$ cat src/hw/rtl/sxf_pkg.sv
`timescale 1ns / 1ps

package sxf_pkg;

    localparam int DEF_SCREEN_WIDTH  = 64;
    localparam int DEF_SCREEN_HEIGHT = 32;

    localparam int ROW_BITS    = 64;
    localparam int MAX_ROW_W   = 6;
    localparam int QUEUE_DEPTH = 2;
    localparam int QPTR_W      = $clog2(QUEUE_DEPTH);

    localparam logic [1:0] ACT_DRAW  = 2'd0;
    localparam logic [1:0] ACT_CLEAR = 2'd1;
    localparam logic [1:0] ACT_READ  = 2'd2;
    localparam logic [1:0] ACT_NONE  = 2'd3;

    typedef struct packed {
        logic [1:0]           op;
        logic                 hit;
        logic [MAX_ROW_W-1:0] row;
        logic [ROW_BITS-1:0]  mask;
        logic                 last;
    } entry_t;

    typedef struct packed {
        logic busy;
        logic acc;
    } back_stat_t;

endpackage

$ cat src/hw/rtl/sxf_ram.sv
`timescale 1ns / 1ps

module sxf_ram #(
    parameter int WIDTH = 64,
    parameter int DEPTH = 32
) (
    input  logic                     clk,
    input  logic                     wr_en,
    input  logic [$clog2(DEPTH)-1:0] wr_addr,
    input  logic [WIDTH-1:0]         wr_data,
    input  logic                     rd_en,
    input  logic [$clog2(DEPTH)-1:0] rd_addr,
    output logic [WIDTH-1:0]         rd_data
);

    logic [WIDTH-1:0] mem [DEPTH];

    always_ff @(posedge clk)
    begin
        if (wr_en)
        begin
            mem[wr_addr] <= wr_data;
        end
        if (rd_en)
        begin
            rd_data <= mem[rd_addr];
        end
    end

endmodule

$ cat src/hw/rtl/sxf_queue.sv
`timescale 1ns / 1ps

module sxf_queue (
    input  logic            clk,
    input  logic            rst_n,
    input  logic            push,
    input  sxf_pkg::entry_t push_entry,
    output logic            full,
    input  logic            pop,
    output logic            head_valid,
    output sxf_pkg::entry_t head_entry
);

    sxf_pkg::entry_t slot_reg [sxf_pkg::QUEUE_DEPTH];

    logic [sxf_pkg::QPTR_W-1:0] wr_ptr_reg, wr_ptr_next;
    logic [sxf_pkg::QPTR_W-1:0] rd_ptr_reg, rd_ptr_next;
    logic [sxf_pkg::QPTR_W:0]   count_reg, count_next;

    localparam logic [sxf_pkg::QPTR_W:0] DEPTH_CNT = (sxf_pkg::QPTR_W + 1)'(sxf_pkg::QUEUE_DEPTH);

    assign full       = (count_reg == DEPTH_CNT);
    assign head_valid = (count_reg != '0);
    assign head_entry = slot_reg[rd_ptr_reg];

    always_comb
    begin
        wr_ptr_next = wr_ptr_reg;
        rd_ptr_next = rd_ptr_reg;
        count_next  = count_reg;
        if (push)
        begin
            wr_ptr_next = wr_ptr_reg + 1'b1;
        end
        if (pop)
        begin
            rd_ptr_next = rd_ptr_reg + 1'b1;
        end
        if (push && !pop)
        begin
            count_next = count_reg + 1'b1;
        end
        else if (pop && !push)
        begin
            count_next = count_reg - 1'b1;
        end
    end

    always_ff @(posedge clk or negedge rst_n)
    begin
        if (!rst_n)
        begin
            wr_ptr_reg <= '0;
            rd_ptr_reg <= '0;
            count_reg  <= '0;
        end
        else
        begin
            wr_ptr_reg <= wr_ptr_next;
            rd_ptr_reg <= rd_ptr_next;
            count_reg  <= count_next;
        end
    end

    always_ff @(posedge clk)
    begin
        if (push)
        begin
            slot_reg[wr_ptr_reg] <= push_entry;
        end
    end

endmodule

$ cat src/hw/rtl/sxf_front.sv
`timescale 1ns / 1ps

module sxf_front #(
    parameter int SCREEN_WIDTH  = sxf_pkg::DEF_SCREEN_WIDTH,
    parameter int SCREEN_HEIGHT = sxf_pkg::DEF_SCREEN_HEIGHT
) (
    input  logic [1:0]      action,
    input  logic [5:0]      x_pos,
    input  logic [4:0]      y_pos,
    input  logic [3:0]      row_offset,
    input  logic [7:0]      sprite_byte,
    input  logic            last_row,
    output sxf_pkg::entry_t entry
);

    localparam logic [6:0] W7       = 7'(SCREEN_WIDTH);
    localparam logic [6:0] H7       = 7'(SCREEN_HEIGHT);
    localparam logic [5:0] LAST_COL = 6'd63;

    logic [5:0] sx;
    logic [4:0] sy;
    logic [6:0] row_sum;
    logic [6:0] col;
    logic [sxf_pkg::ROW_BITS-1:0] mask;

    always_comb
    begin
        sx = x_pos;
        for (int i = 0; i < 8; i++)
        begin
            if ({1'b0, sx} >= W7)
            begin
                sx = sx - W7[5:0];
            end
        end
        sy = y_pos;
        for (int i = 0; i < 4; i++)
        begin
            if ({2'b00, sy} >= H7)
            begin
                sy = sy - H7[4:0];
            end
        end
        row_sum = {2'b00, sy} + {3'b000, row_offset};
        mask = '0;
        for (int i = 0; i < 8; i++)
        begin
            col = {1'b0, sx} + 7'(i);
            if (sprite_byte[7-i] && (col < W7))
            begin
                mask[LAST_COL - col[5:0]] = 1'b1;
            end
        end
    end

    always_comb
    begin
        entry.op   = action;
        entry.mask = mask;
        entry.last = last_row;
        if (action == sxf_pkg::ACT_READ)
        begin
            entry.hit = ({2'b00, y_pos} < H7);
            entry.row = {1'b0, y_pos};
        end
        else
        begin
            entry.hit = (row_sum < H7);
            entry.row = row_sum[5:0];
        end
    end

endmodule

$ cat src/hw/rtl/sxf_back.sv
`timescale 1ns / 1ps

module sxf_back #(
    parameter int SCREEN_HEIGHT = sxf_pkg::DEF_SCREEN_HEIGHT
) (
    input  logic                         clk,
    input  logic                         rst_n,
    input  logic                         head_valid,
    input  sxf_pkg::entry_t              head_entry,
    output logic                         pop,
    output logic                         out_valid,
    input  logic                         out_ready,
    output logic                         collision,
    output logic [sxf_pkg::ROW_BITS-1:0] pixel_row,
    output logic                         sprite_done,
    output sxf_pkg::back_stat_t          stat
);

    localparam int RW = $clog2(SCREEN_HEIGHT);

    localparam logic ST_IDLE = 1'b0;
    localparam logic ST_WB   = 1'b1;

    logic st_reg, st_next;
    logic acc_reg, acc_next;
    logic [SCREEN_HEIGHT-1:0] valid_reg, valid_next;
    sxf_pkg::entry_t cur_reg, cur_next;

    logic out_valid_reg, out_valid_next;
    logic collision_reg, collision_next;
    logic sprite_done_reg, sprite_done_next;
    logic [sxf_pkg::ROW_BITS-1:0] pixel_row_reg, pixel_row_next;

    logic rd_en;
    logic wr_en;
    logic [sxf_pkg::ROW_BITS-1:0] ram_q;
    logic [sxf_pkg::ROW_BITS-1:0] row_data;
    logic [sxf_pkg::ROW_BITS-1:0] wr_data;
    logic coll_now;

    assign pop = (st_reg == ST_IDLE) && head_valid && (!out_valid_reg || out_ready);

    assign row_data = valid_reg[cur_reg.row[RW-1:0]] ? ram_q : '0;
    assign coll_now = acc_reg | (|(row_data & cur_reg.mask));
    assign wr_data  = row_data ^ cur_reg.mask;

    always_comb
    begin
        st_next          = st_reg;
        acc_next         = acc_reg;
        valid_next       = valid_reg;
        cur_next         = cur_reg;
        out_valid_next   = out_valid_reg;
        collision_next   = collision_reg;
        sprite_done_next = sprite_done_reg;
        pixel_row_next   = pixel_row_reg;
        rd_en            = 1'b0;
        wr_en            = 1'b0;

        if (out_valid_reg && out_ready)
        begin
            out_valid_next = 1'b0;
        end

        unique case (st_reg)
            ST_IDLE:
            begin
                if (pop)
                begin
                    cur_next = head_entry;
                    if (head_entry.hit && (head_entry.op == sxf_pkg::ACT_DRAW ||
                                           head_entry.op == sxf_pkg::ACT_READ))
                    begin
                        rd_en   = 1'b1;
                        st_next = ST_WB;
                    end
                    else
                    begin
                        out_valid_next   = 1'b1;
                        collision_next   = 1'b0;
                        sprite_done_next = 1'b0;
                        pixel_row_next   = '0;
                        unique case (head_entry.op)
                            sxf_pkg::ACT_DRAW:
                            begin
                                collision_next   = acc_reg;
                                sprite_done_next = head_entry.last;
                                if (head_entry.last)
                                begin
                                    acc_next = 1'b0;
                                end
                            end
                            sxf_pkg::ACT_CLEAR:
                            begin
                                valid_next = '0;
                            end
                            sxf_pkg::ACT_READ:
                            begin
                            end
                            sxf_pkg::ACT_NONE:
                            begin
                            end
                        endcase
                    end
                end
            end
            ST_WB:
            begin
                out_valid_next   = 1'b1;
                collision_next   = 1'b0;
                sprite_done_next = 1'b0;
                pixel_row_next   = '0;
                st_next          = ST_IDLE;
                if (cur_reg.op == sxf_pkg::ACT_DRAW)
                begin
                    wr_en            = 1'b1;
                    valid_next[cur_reg.row[RW-1:0]] = 1'b1;
                    collision_next   = coll_now;
                    sprite_done_next = cur_reg.last;
                    acc_next         = cur_reg.last ? 1'b0 : coll_now;
                end
                else
                begin
                    pixel_row_next = row_data;
                end
            end
        endcase
    end

    always_ff @(posedge clk or negedge rst_n)
    begin
        if (!rst_n)
        begin
            st_reg        <= ST_IDLE;
            acc_reg       <= 1'b0;
            valid_reg     <= '0;
            out_valid_reg <= 1'b0;
        end
        else
        begin
            st_reg        <= st_next;
            acc_reg       <= acc_next;
            valid_reg     <= valid_next;
            out_valid_reg <= out_valid_next;
        end
    end

    always_ff @(posedge clk)
    begin
        cur_reg         <= cur_next;
        collision_reg   <= collision_next;
        sprite_done_reg <= sprite_done_next;
        pixel_row_reg   <= pixel_row_next;
    end

    sxf_ram #(
        .WIDTH (sxf_pkg::ROW_BITS),
        .DEPTH (SCREEN_HEIGHT)
    ) u_ram (
        .clk     (clk),
        .wr_en   (wr_en),
        .wr_addr (cur_reg.row[RW-1:0]),
        .wr_data (wr_data),
        .rd_en   (rd_en),
        .rd_addr (head_entry.row[RW-1:0]),
        .rd_data (ram_q)
    );

    assign out_valid   = out_valid_reg;
    assign collision   = collision_reg;
    assign sprite_done = sprite_done_reg;
    assign pixel_row   = pixel_row_reg;
    assign stat.busy   = (st_reg == ST_WB);
    assign stat.acc    = acc_reg;

endmodule

$ cat src/hw/rtl/sprite_xor_framebuffer.sv
`timescale 1ns / 1ps

// Monochrome XOR framebuffer with sprite-row drawing and collision report. Each
// accepted word is classified on entry (start wrap, edge clipping, 64-bit pixel
// mask) and held in a two-word queue, so input is taken while the execution side
// works or the result waits. A draw or in-range row read reads the row from the
// dual-port framebuffer memory with its registered read, then in the write-back
// state a draw XORs the mask back in and writes the row; the result (for a read,
// the row itself) is registered. Clear, off-screen words and unused actions skip
// that state; clear works through one valid flag per row, so no clearing pass
// is needed after reset or clear. One result word per input word, in order.

module sprite_xor_framebuffer #(
    parameter int SCREEN_WIDTH  = sxf_pkg::DEF_SCREEN_WIDTH,
    parameter int SCREEN_HEIGHT = sxf_pkg::DEF_SCREEN_HEIGHT
) (
    input  logic                         clk,
    input  logic                         rst_n,
    input  logic                         in_valid,
    output logic                         in_ready,
    input  logic [1:0]                   action,
    input  logic [5:0]                   x_pos,
    input  logic [4:0]                   y_pos,
    input  logic [3:0]                   row_offset,
    input  logic [7:0]                   sprite_byte,
    input  logic                         last_row,
    output logic                         out_valid,
    input  logic                         out_ready,
    output logic                         collision,
    output logic [sxf_pkg::ROW_BITS-1:0] pixel_row,
    output logic                         sprite_done
);

    sxf_pkg::entry_t     front_entry;
    sxf_pkg::entry_t     head_entry;
    sxf_pkg::back_stat_t back_stat;
    logic q_full;
    logic q_valid;
    logic q_pop;

    assign in_ready = !q_full;

    sxf_front #(
        .SCREEN_WIDTH  (SCREEN_WIDTH),
        .SCREEN_HEIGHT (SCREEN_HEIGHT)
    ) u_front (
        .action      (action),
        .x_pos       (x_pos),
        .y_pos       (y_pos),
        .row_offset  (row_offset),
        .sprite_byte (sprite_byte),
        .last_row    (last_row),
        .entry       (front_entry)
    );

    sxf_queue u_queue (
        .clk        (clk),
        .rst_n      (rst_n),
        .push       (in_valid && in_ready),
        .push_entry (front_entry),
        .full       (q_full),
        .pop        (q_pop),
        .head_valid (q_valid),
        .head_entry (head_entry)
    );

    sxf_back #(
        .SCREEN_HEIGHT (SCREEN_HEIGHT)
    ) u_back (
        .clk         (clk),
        .rst_n       (rst_n),
        .head_valid  (q_valid),
        .head_entry  (head_entry),
        .pop         (q_pop),
        .out_valid   (out_valid),
        .out_ready   (out_ready),
        .collision   (collision),
        .pixel_row   (pixel_row),
        .sprite_done (sprite_done),
        .stat        (back_stat)
    );

    a_full_has_head: assert property (@(posedge clk) disable iff (!rst_n)
        q_full |-> q_valid)
        else $error("queue full with no head word");

    a_busy_slot_free: assert property (@(posedge clk) disable iff (!rst_n)
        back_stat.busy |-> !out_valid)
        else $error("row update started while result slot occupied");

    a_busy_gives_result: assert property (@(posedge clk) disable iff (!rst_n)
        back_stat.busy |=> out_valid && !back_stat.busy)
        else $error("row update did not produce a result");

    a_done_clears_acc: assert property (@(posedge clk) disable iff (!rst_n)
        $rose(out_valid) && sprite_done |-> !back_stat.acc)
        else $error("collision flag kept after last sprite row");

endmodule

$ cat config.mk
export PLATFORM = sky130hd
export DESIGN_NAME = sprite_xor_framebuffer
export DESIGN_NICKNAME = d
export VERILOG_FILES = /design/src/hw/rtl/sxf_pkg.sv /design/src/hw/rtl/sxf_ram.sv /design/src/hw/rtl/sxf_queue.sv /design/src/hw/rtl/sxf_front.sv /design/src/hw/rtl/sxf_back.sv /design/src/hw/rtl/sprite_xor_framebuffer.sv
export SDC_FILE = /design/constraint.sdc
export NUM_CORES = 2
export LEC_CHECK = 0
export ABC_AREA = 1
export BUFFER_PORTS_ARGS = -buffer_cell sky130_fd_sc_hd__buf_2
export CORE_AREA = 2 2 490 613
export CTS_BUF_LIST = sky130_fd_sc_hd__clkbuf_16
export DETAILED_ROUTE_END_ITERATION = 16
export DIE_AREA = 0 0 492 615
export GPL_TIMING_DRIVEN = 1
export PLACE_DENSITY_LB_ADDON = 0.2
export RECOVER_POWER = 50
export SLEW_MARGIN = 20
export SYNTH_ARGS = -nofsm -noshare
export SYNTH_HDL_FRONTEND = slang
export SYNTH_SLANG_ARGS = --single-unit
$ cat constraint.sdc
create_clock -name clk -period 9.2 [get_ports clk]
set_clock_uncertainty 0.05 [all_clocks]
set_input_delay 0.92 -clock clk [delete_from_list [all_inputs] [get_ports clk]]
set_output_delay 0.92 -clock clk [all_outputs]
set_load 0.01 [all_outputs]
After elaboration in Yosys (flattened, before gate mapping)

Memory sizes are Yosys's and may differ from the RTL's. A register that Yosys moved wholly into a read port is not among the register bits.
Cells that the tools add are included.

Register bits after elaboration: 177
Memory bits (writable): 2196
Input port bits: 30
Output and inout port bits: 68
Logic and storage cells: 196
Memories kept: 2

Memories:

| memory           | depth | width | read ports | clocked after Yosys merged registers in | write ports | RTL line        | RTL |
|---|---|---|---|---|---|---|---|
| u_back.u_ram.mem | 32    | 64    | 1          | 1                                       | 1           | sxf_ram.sv:16   | `logic [WIDTH-1:0] mem [DEPTH];` |
| u_queue.slot_reg | 2     | 74    | 1          | 0                                       | 1           | sxf_queue.sv:14 | `sxf_pkg::entry_t slot_reg [sxf_pkg::QUEUE_DEPTH];` |

$add $sub $neg: 20
$lt $le $gt $ge: 27
Equality and inequality tests: 10
Multiplexer cells: 72
Bitwise operators: 12
Reduce and logical (&&, ||, !) cells: 39

Operator list:

| kind                                                                          | count |
|---|---|
| 64-bit 2-to-1 mux                                                             | 12 |
| 64-bit OR                                                                     | 7 |
| 32-bit 2-to-1 mux                                                             | 4 |
| 64-bit case mux with 2 select lines                                           | 1 |
| 64-bit bitwise AND                                                            | 1 |
| 32-bit case mux with 2 select lines                                           | 1 |
| 64-bit OR reduction                                                           | 1 |
| 64-bit XOR                                                                    | 1 |
| 6-bit by 7-bit less-than comparator with 1-bit output (second input constant) | 9 |
| 7-bit less-than comparator (second input constant)                            | 7 |
| 1-bit demux with 6-bit select                                                 | 8 |
| 6-bit by 1-bit >= comparator with 1-bit output (second input constant)        | 8 |
| 6-bit subtractor (first input constant)                                       | 8 |
| 1-bit 2-to-1 mux                                                              | 36 |
| 32-bit OR                                                                     | 1 |
| 6-bit by 3-bit adder with 7-bit output (second input constant)                | 4 |
| 1-bit logical AND                                                             | 24 |
| 6-bit by 2-bit adder with 7-bit output (second input constant)                | 2 |
| 2-bit != test (second input constant)                                         | 5 |
| 1-bit case mux with 2 select lines                                            | 5 |
| 6-bit by 1-bit adder with 7-bit output (second input constant)                | 1 |
| 7-bit by 6-bit less-than comparator with 1-bit output (second input constant) | 1 |
| 7-bit 2-to-1 mux                                                              | 1 |
| 5-bit by 4-bit adder with 6-bit output                                        | 1 |
| other kinds (20)                                                              | 31 |

Longest topological paths before layout

Depth after elaboration: 20
Mapped depth: 22
Gate-level depth less buffers: 19

Modules after synthesis

Synthesis repeated with hierarchy kept, for this count alone.

Cell total of the unflattened synthesis: 9152
Area total of the unflattened synthesis: 103845.8 um2

By module, submodules not included:

| module                 | times used | cells each | area each (um2) | seq. area each (um2) |
|---|---|---|---|---|
| sxf_ram                | 1          | 6768       | 83615.2         | 63420.8 |
| sxf_back               | 1          | 702        | 7940.1          | 5019.8 |
| sxf_front              | 1          | 1424       | 6527.5          | 0.0 |
| sxf_queue              | 1          | 255        | 5749.3          | 4544.4 |
| sprite_xor_framebuffer | 1          | 3          | 13.8            | 0.0 |

Least setup slack after synthesis

Ideal clock, no wire load.

Path type: input -> register
From: input out_ready
To: register u_back.u_ram.rd_data[0] (read register of u_back.u_ram.mem) (enable)
Library setup time: 0.487 ns
Arrival: 7.856 ns
Data required time: 8.663 ns
Setup slack: 0.807 ns
Stages: 6
Path buffers: 0
Path through: inv_1 -> nand2_1 -> nand2_1 -> a21oi_1 -> inv_1 -> nor2_1

Cells in the longest elaborated chain, start to end: 4

RTL lines:

| item               | RTL line                     | RTL |
|---|---|---|
| start: declaration | sprite_xor_framebuffer.sv:28 | `input logic out_ready,` |
| 1-bit logical OR   | sxf_back.sv:41               | `assign pop = (st_reg == ST_IDLE) && head_valid && (!out_valid_reg \|\| out_ready);` |
| 1-bit logical AND  | sxf_back.sv:41               |  |
| 1-bit 2-to-1 mux   | sxf_back.sv:68               | `if (pop)` |
| 1-bit 2-to-1 mux   | sxf_back.sv:65               | `unique case (st_reg)` |
| net u_back.rd_en   | sxf_back.sv:34               | `logic rd_en;` |
| end: declaration   | sxf_ram.sv:13                | `output logic [WIDTH-1:0] rd_data` |

The timed path passes the listed nets, and every way through them passes these cells.
A chain may end at the register's enable or synchronous reset.

Worst setup path in the final report

From: register u_back.cur_reg[73] in the netlist's numbering
To: memory u_back.u_ram.mem[5][28] (enable)

Cells in the longest elaborated chain, start to end: 5

RTL lines:

| item                                   | RTL line        | RTL |
|---|---|---|
| start: declaration                     | sxf_back.sv:27  | `sxf_pkg::entry_t cur_reg, cur_next;` |
| start signal: assignment               | sxf_back.sv:150 | `cur_reg <= cur_next;` |
| 2-bit logical NOT                      | sxf_back.sv:114 | `if (cur_reg.op == sxf_pkg::ACT_DRAW)` |
| 1-bit 2-to-1 mux                       | sxf_back.sv:114 |  |
| 1-bit 2-to-1 mux                       | sxf_back.sv:65  |  |
| 1-bit 2-to-1 mux                       | sxf_ram.sv:20   | `if (wr_en)` |
| 1-bit 2-to-1 mux (implied by the code) | sxf_ram.sv:22   | `mem[wr_addr] <= wr_data;` |
| end: declaration                       | sxf_ram.sv:16   |  |

No other way between the ends.

==> impl_metrics.tcl <==
set metrics [dict create \
    viasPerCell 5.371 \
    grt_overflow 0 \
    finalSetupTns_ps 0 \
    numClockSinks 2435 \
    first_pass_iters 6 \
    die_h_um 615 \
    dr_wl_met2_um 177700 \
    io_pins 98 \
    hold_buffers 0 \
    violations "capacitance limit, slew limit" \
    start_util 0.3481 \
    finalPower_mw 37.21 \
    largest_reg_flops 2048 \
    synth_area_um2 103400 \
    clock.fmax_mhz 141.3 \
    relSlewSlack -2.084 \
    dr.max_layer_used "met5" \
    crit_required_ps 9630 \
    crit_fanout 26 \
    synth.distinct_cells 36 \
    wl_met1_um 152100 \
    grt_pass1_vias 68710 \
    clk_pin_slew_worst_paths_ps 60 \
    antenna_found_initial 22 \
    async_reset_ff_frac 0.01602 \
    synthesis.nets 9456 \
    syn_avg_cell_area_um2 11.06 \
    row_count 224 \
    cap_violations 49 \
    antenna_left 0 \
    cts_setup_buffers 0 \
    die-area_um2 302600 \
    synth_top_area_cell "edfxtp_1" \
    post-route-drc-count 0 \
    yosysSeqAreaShare 0.7051 \
    route.detailed.wl_per_inst_um 27.36 \
    cp-start-kind "register" \
    yosysTopAreaCellShare 0.6957 \
    port_buffers 97 \
    crit_type "register to register" \
    status "complete, but fails checks" \
    fin_crit_sh 0.7695 \
    first_iter_violations 8478 \
    grt_max_degree 181 \
    wirelength_um 368100 \
    drv_slew 1548 \
    hold_viol 0 \
    worst_slew_pin_slew_ps 4626 \
    grt_pass1_wl_um 519700 \
    clk_latency_ps 940 \
    synth_seq_cells 2435 \
    htreeDepth 4 \
    cts-resized-gates 0 \
    ir_drop_mv 0.2253 \
    ys.warnings.count 0 \
    rsz0062_at_grt "false" \
    end_kind "register" \
    setup_viol 0 \
    synth_edf_count 2396 \
    dpl.hpwl_um 198800 \
    synth-main-ff-cell "edfxtp_1" \
    drive_above_1_share 0.05858 \
    grt_usage 0.2365 \
    core_area_um2 297100 \
    min_path_type "input port to register" \
    cts_buffer_depth 4 \
    fin_nets 9406 \
    vias 72260 \
    cts_tree "yes" \
    numCtsBuffers 238 \
    met3WireLength_um 23620 \
    p_per_area_nw_per_um2 322.4 \
    gp_congestion 0.9279 \
    ys_top_cells_by_area "edfxtp_1, nand3_1, nand2_1" \
    whs_ps 148.4 \
    area_growth_pct 11.60 \
    die-width_um 492 \
    period_needed_ps 7079 \
    root_buffer "clkbuf_16" \
    synthTopCellsByCount "nand2_1, edfxtp_1, nand3_1" \
    syn_inst 9352 \
    crit_arrival_ps 7510 \
    yosysMostFrequentCell "nand2_1" \
    leakage_nw 41.78 \
]
[per-stage QoR]
stage | util | instance area (um2) | worst slack [ps] | instances
floorplan | - | 103400 | 807.2 | 9352
CTS | 0.3902 | 115900 | 4046 | 13450
global placement | 0.3644 | 108300 | 4115 | 13010
detailed placement | 0.3648 | 108400 | 4054 | 13020
finish | 0.3885 | 115400 | 2121 | 13450
global route | 0.3885 | 115400 | 1907 | 13450
[per-layer routing]
layer	GRT usage	up-vias
li1	-	32420
met1	0.3166	36220
met2	0.3971	2958
met3	0.02692	651
met4	0.08258	4
met5	0	-
[worst max-delay path, stage by stage (launching register included)]
cell and delay (ps):
edfxtp_1 360, nor2_1 110, inv_1 80, nor2_1 350, inv_1 500, nor2_1 2440
clkbuf_1 1880, buf_4 760
[where the power goes]
group | switching [mW] | internal, mW
sequential | 0.487 | 14.7
clock | 4.27 | 5.41
combinational | 9.44 | 2.89
total | 14.2 | 23.0
[area by class of cell]
class / count / area [um2]
Antenna cell: 7 / 17.52
Clock buffer: 239 / 5981
Clock inverter: 190 / 1569
Fill cell: 28760 / 181700
Inverter: 423 / 1608
Multi-Input combinational cell: 5958 / 26700
Sequential cell: 2435 / 72920
Tap cell: 3955 / 4949
Timing Repair Buffer: 246 / 1665
[cell families (layout without fill, tap and decap cells)]
group                      after synthesis  count (layout)  share of synthesized area
DFF                                   2435            2435                     0.7051
xor gates and xnor gates                10              10                  0.0009920
buffers and inverters                  959            1098                    0.03883
other                                    0               7                          0
AOI/OAI and AO/OA                      152             152                   0.007610
adders and majority gates               74              74                   0.009025
and+or+nand+nor                       5722            5722                     0.2384
[placed cells by master (no fill, tap or decap), drive strengths merged, types with 4 or more instances in the layout]
cell	synthesis	final
ha	73	73
nand4	114	114
or2	4	4
a21oi	46	46
edfxtp	2396	2396
inv	420	457
diode	0	7
nand2	2877	2877
nor3	22	22
o21ai	104	104
bufinv	0	25
clkinv	3	118
clkinvlp	0	13
nand3	2173	2173
clkbuf	174	353
nor2	518	518
buf	362	132
nand3b	13	13
xor2	9	9
dfrtp	39	39
[worst paths after layout]
| path | start | to | slack, ps | depth (start not counted) |
|---|---|---|---|---|
| setup / recovery | u_back.cur_reg[73] | u_back.u_ram.mem[5][28] | 2120 | 7 |
| hold / removal | last_row | u_queue.slot_reg[0][0] | 150 | 1 |
| setup reg to reg | u_back.cur_reg[73] | u_back.u_ram.mem[5][28] | 2120 | 7 |
| hold reg to reg | u_queue.count_reg[0] | u_queue.count_reg[0] | 430 | 1 |
| max in group asynchronous | rst_n | u_queue.count_reg[0] | 7170 | 1 |
| min in group asynchronous | rst_n | u_back.valid_reg[10] | 620 | 1 |
No activity file was read; power rests on OpenSTA's default activity.
